## config.mk

```make
export PLATFORM = sky130hd
export DESIGN_NAME = postfix_expression_evaluator_top
export DESIGN_NICKNAME = d
export VERILOG_FILES = /design/src/hdl/rpn_pkg.sv /design/src/hdl/rpn_mdu.sv /design/src/hdl/postfix_expression_evaluator_top.sv
export SDC_FILE = /design/constraint.sdc
export NUM_CORES = 1
export LEC_CHECK = 0
export BUFFER_PORTS_ARGS = -buffer_cell sky130_fd_sc_hd__buf_2
export CORE_MARGIN = 1
export CORE_UTILIZATION = 60
export DETAILED_ROUTE_END_ITERATION = 12
export HOLD_SLACK_MARGIN = 0.1
export PLACE_DENSITY = 0.77
export SLEW_MARGIN = 20
export SYNTH_ARGS = -nofsm -noshare
export SYNTH_HDL_FRONTEND = slang
export SYNTH_HIERARCHICAL = 1
export SYNTH_SLANG_ARGS = --single-unit
```

## constraint.sdc

```tcl
create_clock -name aclk -period 15.2 [get_ports aclk]
set_input_delay 2.28 -clock aclk [delete_from_list [all_inputs] [get_ports aclk]]
set_output_delay 2.28 -clock aclk [all_outputs]
set_load 0.01 [all_outputs]
```

## src/hdl/rpn_pkg.sv

```systemverilog
// Shared constants and types for the postfix expression evaluator.
`timescale 1ns / 1ps
`default_nettype none
package rpn_pkg;

    localparam int STACK_DEPTH = 32;
    localparam int VALUE_WIDTH = 16;
    localparam int OUT_WIDTH   = 16;

    localparam int PTR_W  = (STACK_DEPTH > 1) ? $clog2(STACK_DEPTH) : 1;
    localparam int CNT_W  = $clog2(STACK_DEPTH + 1);
    localparam int STEP_W = $clog2(VALUE_WIDTH + 1);

    localparam logic [2:0] ST_OK      = 3'd0;
    localparam logic [2:0] ST_UNDER   = 3'd1;
    localparam logic [2:0] ST_OVER    = 3'd2;
    localparam logic [2:0] ST_DIVZ    = 3'd3;
    localparam logic [2:0] ST_INVALID = 3'd4;

    localparam logic [7:0] CH_ZERO  = 8'h30;
    localparam logic [7:0] CH_NINE  = 8'h39;
    localparam logic [7:0] CH_PLUS  = 8'h2B;
    localparam logic [7:0] CH_MINUS = 8'h2D;
    localparam logic [7:0] CH_TIMES = 8'h2A;
    localparam logic [7:0] CH_DIV   = 8'h2F;

    typedef struct packed {
        logic start;
        logic is_div;
    } rpn_mdu_req_t;

endpackage
`default_nettype wire

```

## src/hdl/rpn_mdu.sv

```systemverilog
// Iterative multiply / signed divide unit, one bit per cycle.
`timescale 1ns / 1ps
`default_nettype none
module rpn_mdu (
    input  wire logic                              aclk,
    input  wire logic                              aresetn,
    input  wire rpn_pkg::rpn_mdu_req_t             req,
    input  wire logic [rpn_pkg::VALUE_WIDTH-1:0]   op_a,
    input  wire logic [rpn_pkg::VALUE_WIDTH-1:0]   op_b,
    output logic                                   done,
    output logic [rpn_pkg::VALUE_WIDTH-1:0]        result
);
    import rpn_pkg::*;

    logic                   busy_reg;
    logic                   div_reg;
    logic                   neg_reg;
    logic                   done_reg;
    logic [STEP_W-1:0]      step_reg;
    logic [VALUE_WIDTH-1:0] acc_reg;
    logic [VALUE_WIDTH-1:0] lo_reg;
    logic [VALUE_WIDTH-1:0] dvs_reg;
    logic [VALUE_WIDTH-1:0] result_reg;

    logic [VALUE_WIDTH-1:0] abs_a;
    logic [VALUE_WIDTH-1:0] abs_b;
    logic [VALUE_WIDTH:0]   rem_sh;
    logic [VALUE_WIDTH:0]   diff;

    assign abs_a  = op_a[VALUE_WIDTH-1] ? (~op_a + 1'b1) : op_a;
    assign abs_b  = op_b[VALUE_WIDTH-1] ? (~op_b + 1'b1) : op_b;
    assign rem_sh = {acc_reg, lo_reg[VALUE_WIDTH-1]};
    assign diff   = rem_sh - {1'b0, dvs_reg};

    always_ff @(posedge aclk) begin
        if (!aresetn) begin
            busy_reg <= 1'b0;
            done_reg <= 1'b0;
            step_reg <= '0;
        end else if (req.start && !busy_reg) begin
            busy_reg <= 1'b1;
            done_reg <= 1'b0;
            div_reg  <= req.is_div;
            step_reg <= '0;
            acc_reg  <= '0;
            if (req.is_div) begin
                lo_reg  <= abs_a;
                dvs_reg <= abs_b;
                neg_reg <= op_a[VALUE_WIDTH-1] ^ op_b[VALUE_WIDTH-1];
            end else begin
                lo_reg  <= op_b;
                dvs_reg <= op_a;
                neg_reg <= 1'b0;
            end
        end else if (busy_reg) begin
            if (step_reg == STEP_W'(VALUE_WIDTH)) begin
                busy_reg <= 1'b0;
                done_reg <= 1'b1;
                if (div_reg) begin
                    result_reg <= neg_reg ? (~lo_reg + 1'b1) : lo_reg;
                end else begin
                    result_reg <= acc_reg;
                end
            end else begin
                done_reg <= 1'b0;
                step_reg <= step_reg + 1'b1;
                if (div_reg) begin
                    if (!diff[VALUE_WIDTH]) begin
                        acc_reg <= diff[VALUE_WIDTH-1:0];
                    end else begin
                        acc_reg <= rem_sh[VALUE_WIDTH-1:0];
                    end
                    lo_reg <= {lo_reg[VALUE_WIDTH-2:0], ~diff[VALUE_WIDTH]};
                end else begin
                    if (lo_reg[0]) begin
                        acc_reg <= acc_reg + dvs_reg;
                    end
                    dvs_reg <= {dvs_reg[VALUE_WIDTH-2:0], 1'b0};
                    lo_reg  <= {1'b0, lo_reg[VALUE_WIDTH-1:1]};
                end
            end
        end else begin
            done_reg <= 1'b0;
        end
    end

    assign done   = done_reg;
    assign result = result_reg;

endmodule
`default_nettype wire

```

## src/hdl/postfix_expression_evaluator_top.sv

```systemverilog
// Postfix (RPN) expression evaluator: token sequencer, operand stack and shared unit.
`timescale 1ns / 1ps
`default_nettype none
// Takes one ASCII token per transaction. A digit is handled in S_IDLE; + and - read
// the stack memory in S_IDLE, then add in S_OPER; * and / pass through S_OPER to
// S_WAIT, where the bit-serial multiply/divide unit runs, except that a zero divisor ends in S_OPER.
// Invalid tokens, underflow and tokens after an error end in S_IDLE. A token marked
// last then passes through S_FINISH to emit the result, and waits there while a
// previous result has not been taken. The top of stack lives in a register, the
// words below it in a single-port-write memory.
// Status is sticky per expression; value reads 0 whenever status is not ok.
module postfix_expression_evaluator_top (
    input  wire logic               aclk,
    input  wire logic               aresetn,
    input  wire logic               s_valid,
    output logic                    s_ready,
    input  wire logic [7:0]         s_token,
    input  wire logic               s_last_token,
    output logic                    m_valid,
    input  wire logic               m_ready,
    output logic signed [15:0]      m_value,
    output logic [2:0]              m_status
);
    import rpn_pkg::*;

    typedef enum logic [2:0] {S_IDLE, S_OPER, S_WAIT, S_FINISH} state_t;
    typedef enum logic [1:0] {OP_ADD, OP_SUB, OP_MUL, OP_DIV} op_t;

    state_t                 state_reg;
    op_t                    op_reg;
    op_t                    op_dec;
    logic                   last_reg;
    logic [CNT_W-1:0]       count_reg;
    logic [2:0]             err_reg;
    logic [VALUE_WIDTH-1:0] tos_reg;
    logic                   m_valid_reg;
    logic [OUT_WIDTH-1:0]   m_value_reg;
    logic [2:0]             m_status_reg;

    logic [VALUE_WIDTH-1:0] stack_mem [STACK_DEPTH];
    logic [VALUE_WIDTH-1:0] rd_data_reg;

    logic                   is_digit;
    logic                   is_op;
    logic                   accept;
    logic                   wr_en;
    logic                   rd_en;
    logic [CNT_W-1:0]       cnt_m1;
    logic [CNT_W-1:0]       cnt_m2;
    logic [VALUE_WIDTH-1:0] digit_val;
    logic [OUT_WIDTH+VALUE_WIDTH-1:0] tos_ext;
    state_t                 tail_state;
    state_t                 idle_exit;

    rpn_mdu_req_t           mdu_req;
    logic                   mdu_done;
    logic [VALUE_WIDTH-1:0] mdu_result;

    assign s_ready  = (state_reg == S_IDLE);
    assign accept   = s_valid && s_ready;
    assign is_digit = (s_token >= CH_ZERO) && (s_token <= CH_NINE);
    assign is_op    = (s_token == CH_PLUS) || (s_token == CH_MINUS) ||
                      (s_token == CH_TIMES) || (s_token == CH_DIV);
    assign cnt_m1   = count_reg - 1'b1;
    assign cnt_m2   = count_reg - 2'd2;
    assign digit_val = {{(VALUE_WIDTH-4){1'b0}}, s_token[3:0]};
    assign tos_ext  = {{OUT_WIDTH{1'b0}}, tos_reg};
    assign tail_state = last_reg ? S_FINISH : S_IDLE;
    assign idle_exit  = s_last_token ? S_FINISH : S_IDLE;

    always_comb begin
        case (s_token)
            CH_PLUS:  op_dec = OP_ADD;
            CH_MINUS: op_dec = OP_SUB;
            CH_TIMES: op_dec = OP_MUL;
            default:  op_dec = OP_DIV;
        endcase
    end

    assign wr_en = accept && (err_reg == ST_OK) && is_digit &&
                   (count_reg != '0) && (count_reg != CNT_W'(STACK_DEPTH));
    assign rd_en = accept && (err_reg == ST_OK) && is_op && (count_reg >= CNT_W'(2));

    always_ff @(posedge aclk) begin
        if (wr_en) begin
            stack_mem[cnt_m1[PTR_W-1:0]] <= tos_reg;
        end
        if (rd_en) begin
            rd_data_reg <= stack_mem[cnt_m2[PTR_W-1:0]];
        end
    end

    assign mdu_req.start  = (state_reg == S_OPER) &&
                            ((op_reg == OP_MUL) || ((op_reg == OP_DIV) && (tos_reg != '0)));
    assign mdu_req.is_div = (op_reg == OP_DIV);

    rpn_mdu u_mdu (
        .aclk    (aclk),
        .aresetn (aresetn),
        .req     (mdu_req),
        .op_a    (rd_data_reg),
        .op_b    (tos_reg),
        .done    (mdu_done),
        .result  (mdu_result)
    );

    always_ff @(posedge aclk) begin
        if (!aresetn) begin
            state_reg   <= S_IDLE;
            count_reg   <= '0;
            err_reg     <= ST_OK;
            m_valid_reg <= 1'b0;
        end else begin
            if (m_valid_reg && m_ready && (state_reg != S_FINISH)) begin
                m_valid_reg <= 1'b0;
            end
            case (state_reg)
                S_IDLE: begin
                    if (s_valid) begin
                        last_reg  <= s_last_token;
                        if (err_reg != ST_OK) begin
                            state_reg <= idle_exit;
                        end else if (is_digit) begin
                            state_reg <= idle_exit;
                            if (count_reg == CNT_W'(STACK_DEPTH)) begin
                                err_reg <= ST_OVER;
                            end else begin
                                tos_reg   <= digit_val;
                                count_reg <= count_reg + 1'b1;
                            end
                        end else if (!is_op) begin
                            err_reg   <= ST_INVALID;
                            state_reg <= idle_exit;
                        end else if (count_reg < CNT_W'(2)) begin
                            err_reg   <= ST_UNDER;
                            state_reg <= idle_exit;
                        end else begin
                            op_reg    <= op_dec;
                            state_reg <= S_OPER;
                        end
                    end
                end
                S_OPER: begin
                    case (op_reg)
                        OP_ADD: begin
                            tos_reg   <= rd_data_reg + tos_reg;
                            count_reg <= cnt_m1;
                            state_reg <= tail_state;
                        end
                        OP_SUB: begin
                            tos_reg   <= rd_data_reg - tos_reg;
                            count_reg <= cnt_m1;
                            state_reg <= tail_state;
                        end
                        OP_MUL: begin
                            state_reg <= S_WAIT;
                        end
                        default: begin
                            if (tos_reg == '0) begin
                                err_reg   <= ST_DIVZ;
                                state_reg <= tail_state;
                            end else begin
                                state_reg <= S_WAIT;
                            end
                        end
                    endcase
                end
                S_WAIT: begin
                    if (mdu_done) begin
                        tos_reg   <= mdu_result;
                        count_reg <= cnt_m1;
                        state_reg <= tail_state;
                    end
                end
                S_FINISH: begin
                    if (!m_valid_reg || m_ready) begin
                        m_valid_reg <= 1'b1;
                        if (err_reg != ST_OK) begin
                            m_status_reg <= err_reg;
                            m_value_reg  <= '0;
                        end else if (count_reg == '0) begin
                            m_status_reg <= ST_UNDER;
                            m_value_reg  <= '0;
                        end else begin
                            m_status_reg <= ST_OK;
                            m_value_reg  <= tos_ext[OUT_WIDTH-1:0];
                        end
                        count_reg <= '0;
                        err_reg   <= ST_OK;
                        state_reg <= S_IDLE;
                    end
                end
                default: begin
                    state_reg <= S_IDLE;
                end
            endcase
        end
    end

    assign m_valid  = m_valid_reg;
    assign m_value  = m_value_reg;
    assign m_status = m_status_reg;

    a_count_range: assert property (@(posedge aclk) disable iff (!aresetn)
        count_reg <= CNT_W'(STACK_DEPTH))
        else $error("stack count beyond depth");

    a_err_value: assert property (@(posedge aclk) disable iff (!aresetn)
        m_valid && (m_status != ST_OK) |-> (m_value == '0))
        else $error("nonzero value with error status");

    a_done_in_wait: assert property (@(posedge aclk) disable iff (!aresetn)
        mdu_done |-> (state_reg == S_WAIT))
        else $error("unit done outside wait");

    a_no_start_on_err: assert property (@(posedge aclk) disable iff (!aresetn)
        (err_reg != ST_OK) |-> !mdu_req.start)
        else $error("unit started with sticky error");

    a_oper_two_words: assert property (@(posedge aclk) disable iff (!aresetn)
        (state_reg == S_OPER) |-> (count_reg >= CNT_W'(2)))
        else $error("operator issued with fewer than two words");

endmodule
`default_nettype wire

```

==> results.yml, run 1 <==
hold_path:
  min_from: "err_reg[2]$_SDFFE_PN0P_"
  min_path_type: "flip-flop to flip-flop"
  min_to: "err_reg[2]$_SDFFE_PN0P_"
  hold_depth: 2
placed_design:
  gp_congestion: 0.9421
  dp_cells: 2524
  hpwl_um: 44430
  portBuffers: 33
global_routing:
  grt_overflow_total: 0
  grt_pass1_vias: 16940
  antenna_found_initial: 3
  track_usage_pct: 30.57
  grt_pass1_wl_um: 111400
  grt_max_degree: 74
sta:
  worst_pin_slew_ns: 1.025
  max-slew-margin-rel_pct: 31.67
  skew_ns: 0.02500
  slew_viol_final: 0
  finalSetupTns_ns: 0
  fin_crit_sh_pct: 32.43
  layout_min_cycle_time_ns: 4.929
  fmax_ghz: 0.2029
  finalSetupViolations: 0
  hold_ws_ns: 0.5199
  rsz0062_at_grt: "false"
  hold_violations: 0
setup_path:
  critPathTopFamily: "simple AND/OR/NAND/NOR gates"
  worstRegToRegCells: 6
  crit_path_cell_trace: "buf_2 -> o21ai_0 -> nand4_1 -> nor3_1 -> nand2_1 -> nor2_2"
  rr_endpoint: "stack_mem[24][0]$_DFFE_PP_"
  path_buf_inv: 1
  cp-end-kind: "flip-flop"
  cp_slowest_cell: "nor2_2"
  worst-setup-path-type: "primary input to flip-flop"
  reg2reg_from: "count_reg[1]$_SDFFE_PN0P_"
  arrival_ns: 5.14
  worst_path_largest_cell_delay_ns: 0.97
  path_max_fanout: 16
  worstSetupStartpointType: "primary input"
  r2r_setup_slack_ns: 10.70
  required_ns: 15.41
pwr:
  powerDensity_nw_per_um2: 148.3
  leakagePower_nw: 10.79
  power_mw: 4.886
  ir_drop_mv: 0.1134
drt:
  viasPerCell: 6.730
  drt.antenna.violating_nets: 0
  dr.pass1.iters: 5
  wl_um: 75410
  route.detailed.drc: 0
  vias: 17810
  drt-initial-drc-count: 2500
  routedWlPerCell_um: 28.50
clock_tree:
  cts_root_buf: "clkbuf_16"
  cts_tree: "yes"
  cts_sinks: 651
  postCtsSetupBuffers: 0
  cts_resized: 0
  clk_pin_slew_ns: 0.06
  h-tree-depth: 3
  cts_max_path_buffers: 3
  numCtsBuffers: 67
  worstSkewPairLatency_ns: 0.61
  cts_hold_buf: 0
synthesis:
  synth.distinct_cells: 72
  synth_seq_cells: 651
  ys_seq_area_share_pct: 65.17
  synth.cell_area_um2: 29700
  postSynthCellCount: 1872
  syn_avg_cell_area_um2: 15.87
  synth_edf_count: 632
  ys.flop_type: "edfxtp_1"
  syn-num-nets: 1953
  synthArstFlopShare_pct: 0
  yosysWarningCount: 6
floorplan:
  fp.coreArea_um2: 48850
  dieArea_um2: 50400
  die_x_um: 224.5
  start_util_pct: 60.81
  rows: 81
  io_pins: 34
  die_h_um: 224.5
cells_and_area:
  layout-drive-gt1-share_pct: 19.83
  diodes: 0
  layout_common_cells: "edfxtp_1, mux4_2, nand2_1, nor2_1, o21ai_0"
  largest_reg_flops: 512
  mostFrequentLayoutCell: "edfxtp_1"
  final_nets: 2012
  instances_no_fill: 2646
  syn_to_final_growth_pct: 10.94
outcome:
  outcome: "finished clean"
flow_run:
  max-cap-violations: 0
-- layout make-up --
type	count	area (µm²)
repair buffers	75	488.0
flip-flops and latches	651	19370
clock inverters	36	392.9
well taps	664	830.8
fillers	3180	15900
multi-input cells	1081	9853
clock buffers	84	1814
inverters	55	206.4
-- logic make-up (layout without fill, tap and decap cells) --
kind of cell	after synthesis	count (layout)	share of synthesized area, %
mux	212	212	13.96
simple gates	387	387	6.243
xor+xnor	98	98	2.890
fa+ha+maj	68	68	2.940
compound gates	316	316	6.841
flops	651	651	65.17
buf+inv	140	250	1.955
-- worst max path at each step --
stage	from	end	slack, ns	cells after the start
after floorplan	aresetn	u_mdu/acc_reg[0]$_SDFFCE_PP0P_	9.85	2
after global placement	s_token[1]	stack_mem[6][13]$_DFFE_PP_	9.62	6
after detailed placement	s_token[1]	stack_mem[2][2]$_DFFE_PP_	9.52	6
after CTS	s_token[1]	stack_mem[16][5]$_DFFE_PP_	10.15	6
after global routing	s_token[1]	stack_mem[24][0]$_DFFE_PP_	10.14	6
final	s_token[1]	stack_mem[24][0]$_DFFE_PP_	10.27	6
-- stage by stage --
step	worst slack, ns	util [%]	instance area (µm²)
finish	10.27	67.46	32950
global route	10.14	67.46	32950
CTS	10.15	67.36	32900
detailed placement	9.524	62.84	30700
global placement	9.624	62.82	30690
floorplan	9.851	-	29700
-- cells in the mapped netlist, types with 16 or more instances --
library cell    n  area share, %
a21o_1         20           0.51
a21oi_1        74            1.2
and2_1         20           0.42
clkbuf_1       58           0.73
dfxtp_1        19            1.3
edfxtp_1      632             64
ha_1           65            2.7
inv_1          55           0.70
mux2_2         18           0.68
mux2i_1        34            1.1
mux4_2        160             12
nand2_1       115            1.5
nand3_1        18           0.30
nor2_1        111            1.4
nor2b_1        21           0.44
nor3_1         25           0.42
o211ai_1       22           0.56
o21a_1         16           0.40
o21ai_0        83            1.4
o31ai_1        18           0.45
xnor2_1        39            1.1
xor2_1         59            1.7
-- power breakdown --
group / switching, mW / total, mW / internal [mW]
clock: 0.694 / 1.66 / 0.971
combinational: 0.633 / 1.10 / 0.470
sequential: 0.0625 / 2.12 / 2.06
total: 1.39 / 4.89 / 3.50
-- worst reg2reg max path, cell delays in order, from the launching register on --
cell and delay [ns]:
dfxtp_4 0.98, inv_1 0.40, ha_1 0.33, nor4b_1 0.18
nor3_1 0.58, nand2_1 0.64, nor2_2 0.98
-- layer usage --
metal  global-route usage [%]  vias to the layer above  part of all wire (%)
met1                    44.29                     9004                    40
met3                    6.244                      139                   9.8
met4                    9.524                        4                   2.9
met2                    47.18                     1148                    47
li1                         -                     7513                     -
met5                        0                        -                 0.031
No activity file was read; power rests on OpenSTA's default activity.
==> inputs of run 2 (changes only) <==
- clock period: 15.2 -> 5.2 ns (I/O delays scaled with it)
==> run 2 against run 1 <==
Cell area down 0.17%. Register-to-register slack worse by 9.5 ns. Utilization down 0.11 points. Count of clock-buffer cells in the layout down 2. Sequential power rose to 2.9 times the previous value. Via count down 0.32%. Sequential share of layout area up 0.098 points. Clock skew down 0.0026 ns.
==> results.yml, run 2 (synthesis gave the netlist of run 1 again) <==
setup_path:
  cp-end-kind: "flip-flop"
  worstSetupStartpointType: "flip-flop"
  worst-setup-path-type: "flip-flop to flip-flop"
  crit_path_cell_trace: "or4_4 -> nand4bb_1 -> nor2b_1 -> nand2b_1 -> a21boi_1 -> buf_4 -> and2_1"
  arrival_ns: 4.26
  worst_path_largest_cell_delay_ns: 1.08
  r2r_setup_slack_ns: 1.16
  path_max_fanout: 20
  cp_slowest_cell: "edfxtp_1"
  required_ns: 5.42
global_routing:
  grt_max_degree: 70
  grt_pass1_wl_um: 110200
  grt_pass1_vias: 17140
  grt_overflow_total: 0
  track_usage_pct: 30.58
  antenna_found_initial: 2
placed_design:
  portBuffers: 33
  dp_cells: 2533
  hpwl_um: 45640
  gp_congestion: 0.9063
drt:
  route.detailed.drc: 0
  routedWlPerCell_um: 28.42
  drt-initial-drc-count: 2358
  viasPerCell: 6.696
  dr.pass1.iters: 5
  vias: 17750
  drt.antenna.violating_nets: 0
  wl_um: 75350
sta:
  skew_ns: 0.02243
  hold_violations: 0
  max-slew-margin-rel_pct: 25.81
  fmax_ghz: 0.2477
  finalSetupViolations: 0
  fin_crit_sh_pct: 77.64
  worst_pin_slew_ns: 1.113
  slew_viol_final: 0
  layout_min_cycle_time_ns: 4.037
  rsz0062_at_grt: "false"
  finalSetupTns_ns: 0
floorplan:
  start_util_pct: 60.81
  rows: 81
  dieArea_um2: 50400
  die_h_um: 224.5
  fp.coreArea_um2: 48850
  die_x_um: 224.5
  io_pins: 34
cells_and_area:
  multiInputGateArea_um2: 9832
  num-fill-cells: 3235
  largest_reg_flops: 512
  syn_to_final_growth_pct: 10.75
  layout_common_cells: "edfxtp_1, mux4_2, nand2_1, nor2_1, o21ai_0"
  layout-drive-gt1-share_pct: 19.59
  instances_no_fill: 2651
  mostFrequentLayoutCell: "edfxtp_1"
  final_nets: 2018
  ff_latch_area_um2: 19370
clock_tree:
  worstSkewPairLatency_ns: 0.61
  cts_resized: 0
  cts_sinks: 651
  cts_max_path_buffers: 3
  clk_pin_slew_ns: 0.06
  cts_tree: "yes"
  numCtsBuffers: 66
  h-tree-depth: 3
  cts_root_buf: "clkbuf_16"
  cts_hold_buf: 0
  postCtsSetupBuffers: 0
hold_path:
  min_path_type: "primary input to flip-flop"
pwr:
  ir_drop_mv: 0.5498
  leakagePower_nw: 10.80
  powerDensity_nw_per_um2: 429.9
  power_mw: 14.14
outcome:
  outcome: "finished clean"
flow_run:
  max-cap-violations: 0
run 2: cell count changes in the layout (fill, tap and decap cells not counted), sizes merged:
cell | before | now
diode | 0 | 1
clkinvlp | 5 | 3
buf | 75 | 82
clkbuf | 84 | 82
bufinv | 7 | 4
clkinv | 23 | 25
inv | 56 | 58
run 2: metrics by stage:
step           utilization [%]  setup WS, ns  instance area (µm²)  hold slack, ns
2_1_floorplan                -        0.1606                29700          0.4604
3_3_place_gp             62.99         1.453                30770          0.4816
3_5_place_dp             63.01         1.331                30780          0.4928
4_1_cts                  67.34         1.305                32890          0.3774
5_1_grt                  67.34         1.053                32890          0.3842
6_report                 67.34         1.163                32900          0.4077
run 2: area by class of cell:
type,instances,share of cell area (%)
Timing Repair Buffer,82,1.658
Clock buffer,82,5.427
Tap cell,664,2.525
Inverter,55,0.6276
Antenna cell,1,0.007607
Clock inverter,35,0.9965
Sequential cell,651,58.87
Multi-Input combinational cell,1081,29.89
run 2: worst paths after layout:
path                                start                         end  cells after the start
setup / recovery     tos_reg[7]$_DFFE_PP_  u_mdu/dvs_reg[6]$_DFFE_PP_                      7
hold / removal               s_last_token          last_reg$_DFFE_PP_                      1
setup reg to reg     tos_reg[7]$_DFFE_PP_  u_mdu/dvs_reg[6]$_DFFE_PP_                      7
hold reg to reg   err_reg[0]$_SDFFE_PN0P_     err_reg[0]$_SDFFE_PN0P_                      2
run 2: critical path, delay by kind of cell, from the launching register on:
family | cells | cell delay [ns]
simple gates | 5 | 1.97
flops | 1 | 1.08
compound gates | 1 | 0.29
buf+inv | 1 | 0.29
run 2: power by group:
group / internal [mW] / total [mW] / switching [mW] / leakage, nW
clock: 2.66 / 4.68 / 2.02 / 1.03
sequential: 6.01 / 6.17 / 0.154 / 5.85
combinational: 1.38 / 3.30 / 1.92 / 3.91
total: 10.0 / 14.1 / 4.09 / 10.8
run 2: layer usage:
| metal | up-vias | share of wire, % | GRT usage [%] |
|---|---|---|---|
| met4 | 2 | 3.8 | 11.65 |
| met2 | 1099 | 47 | 47.64 |
| met1 | 8971 | 39 | 42.95 |
| met5 | - | 0.017 | 0 |
| met3 | 166 | 10 | 6.323 |
| li1 | 7513 | - | - |
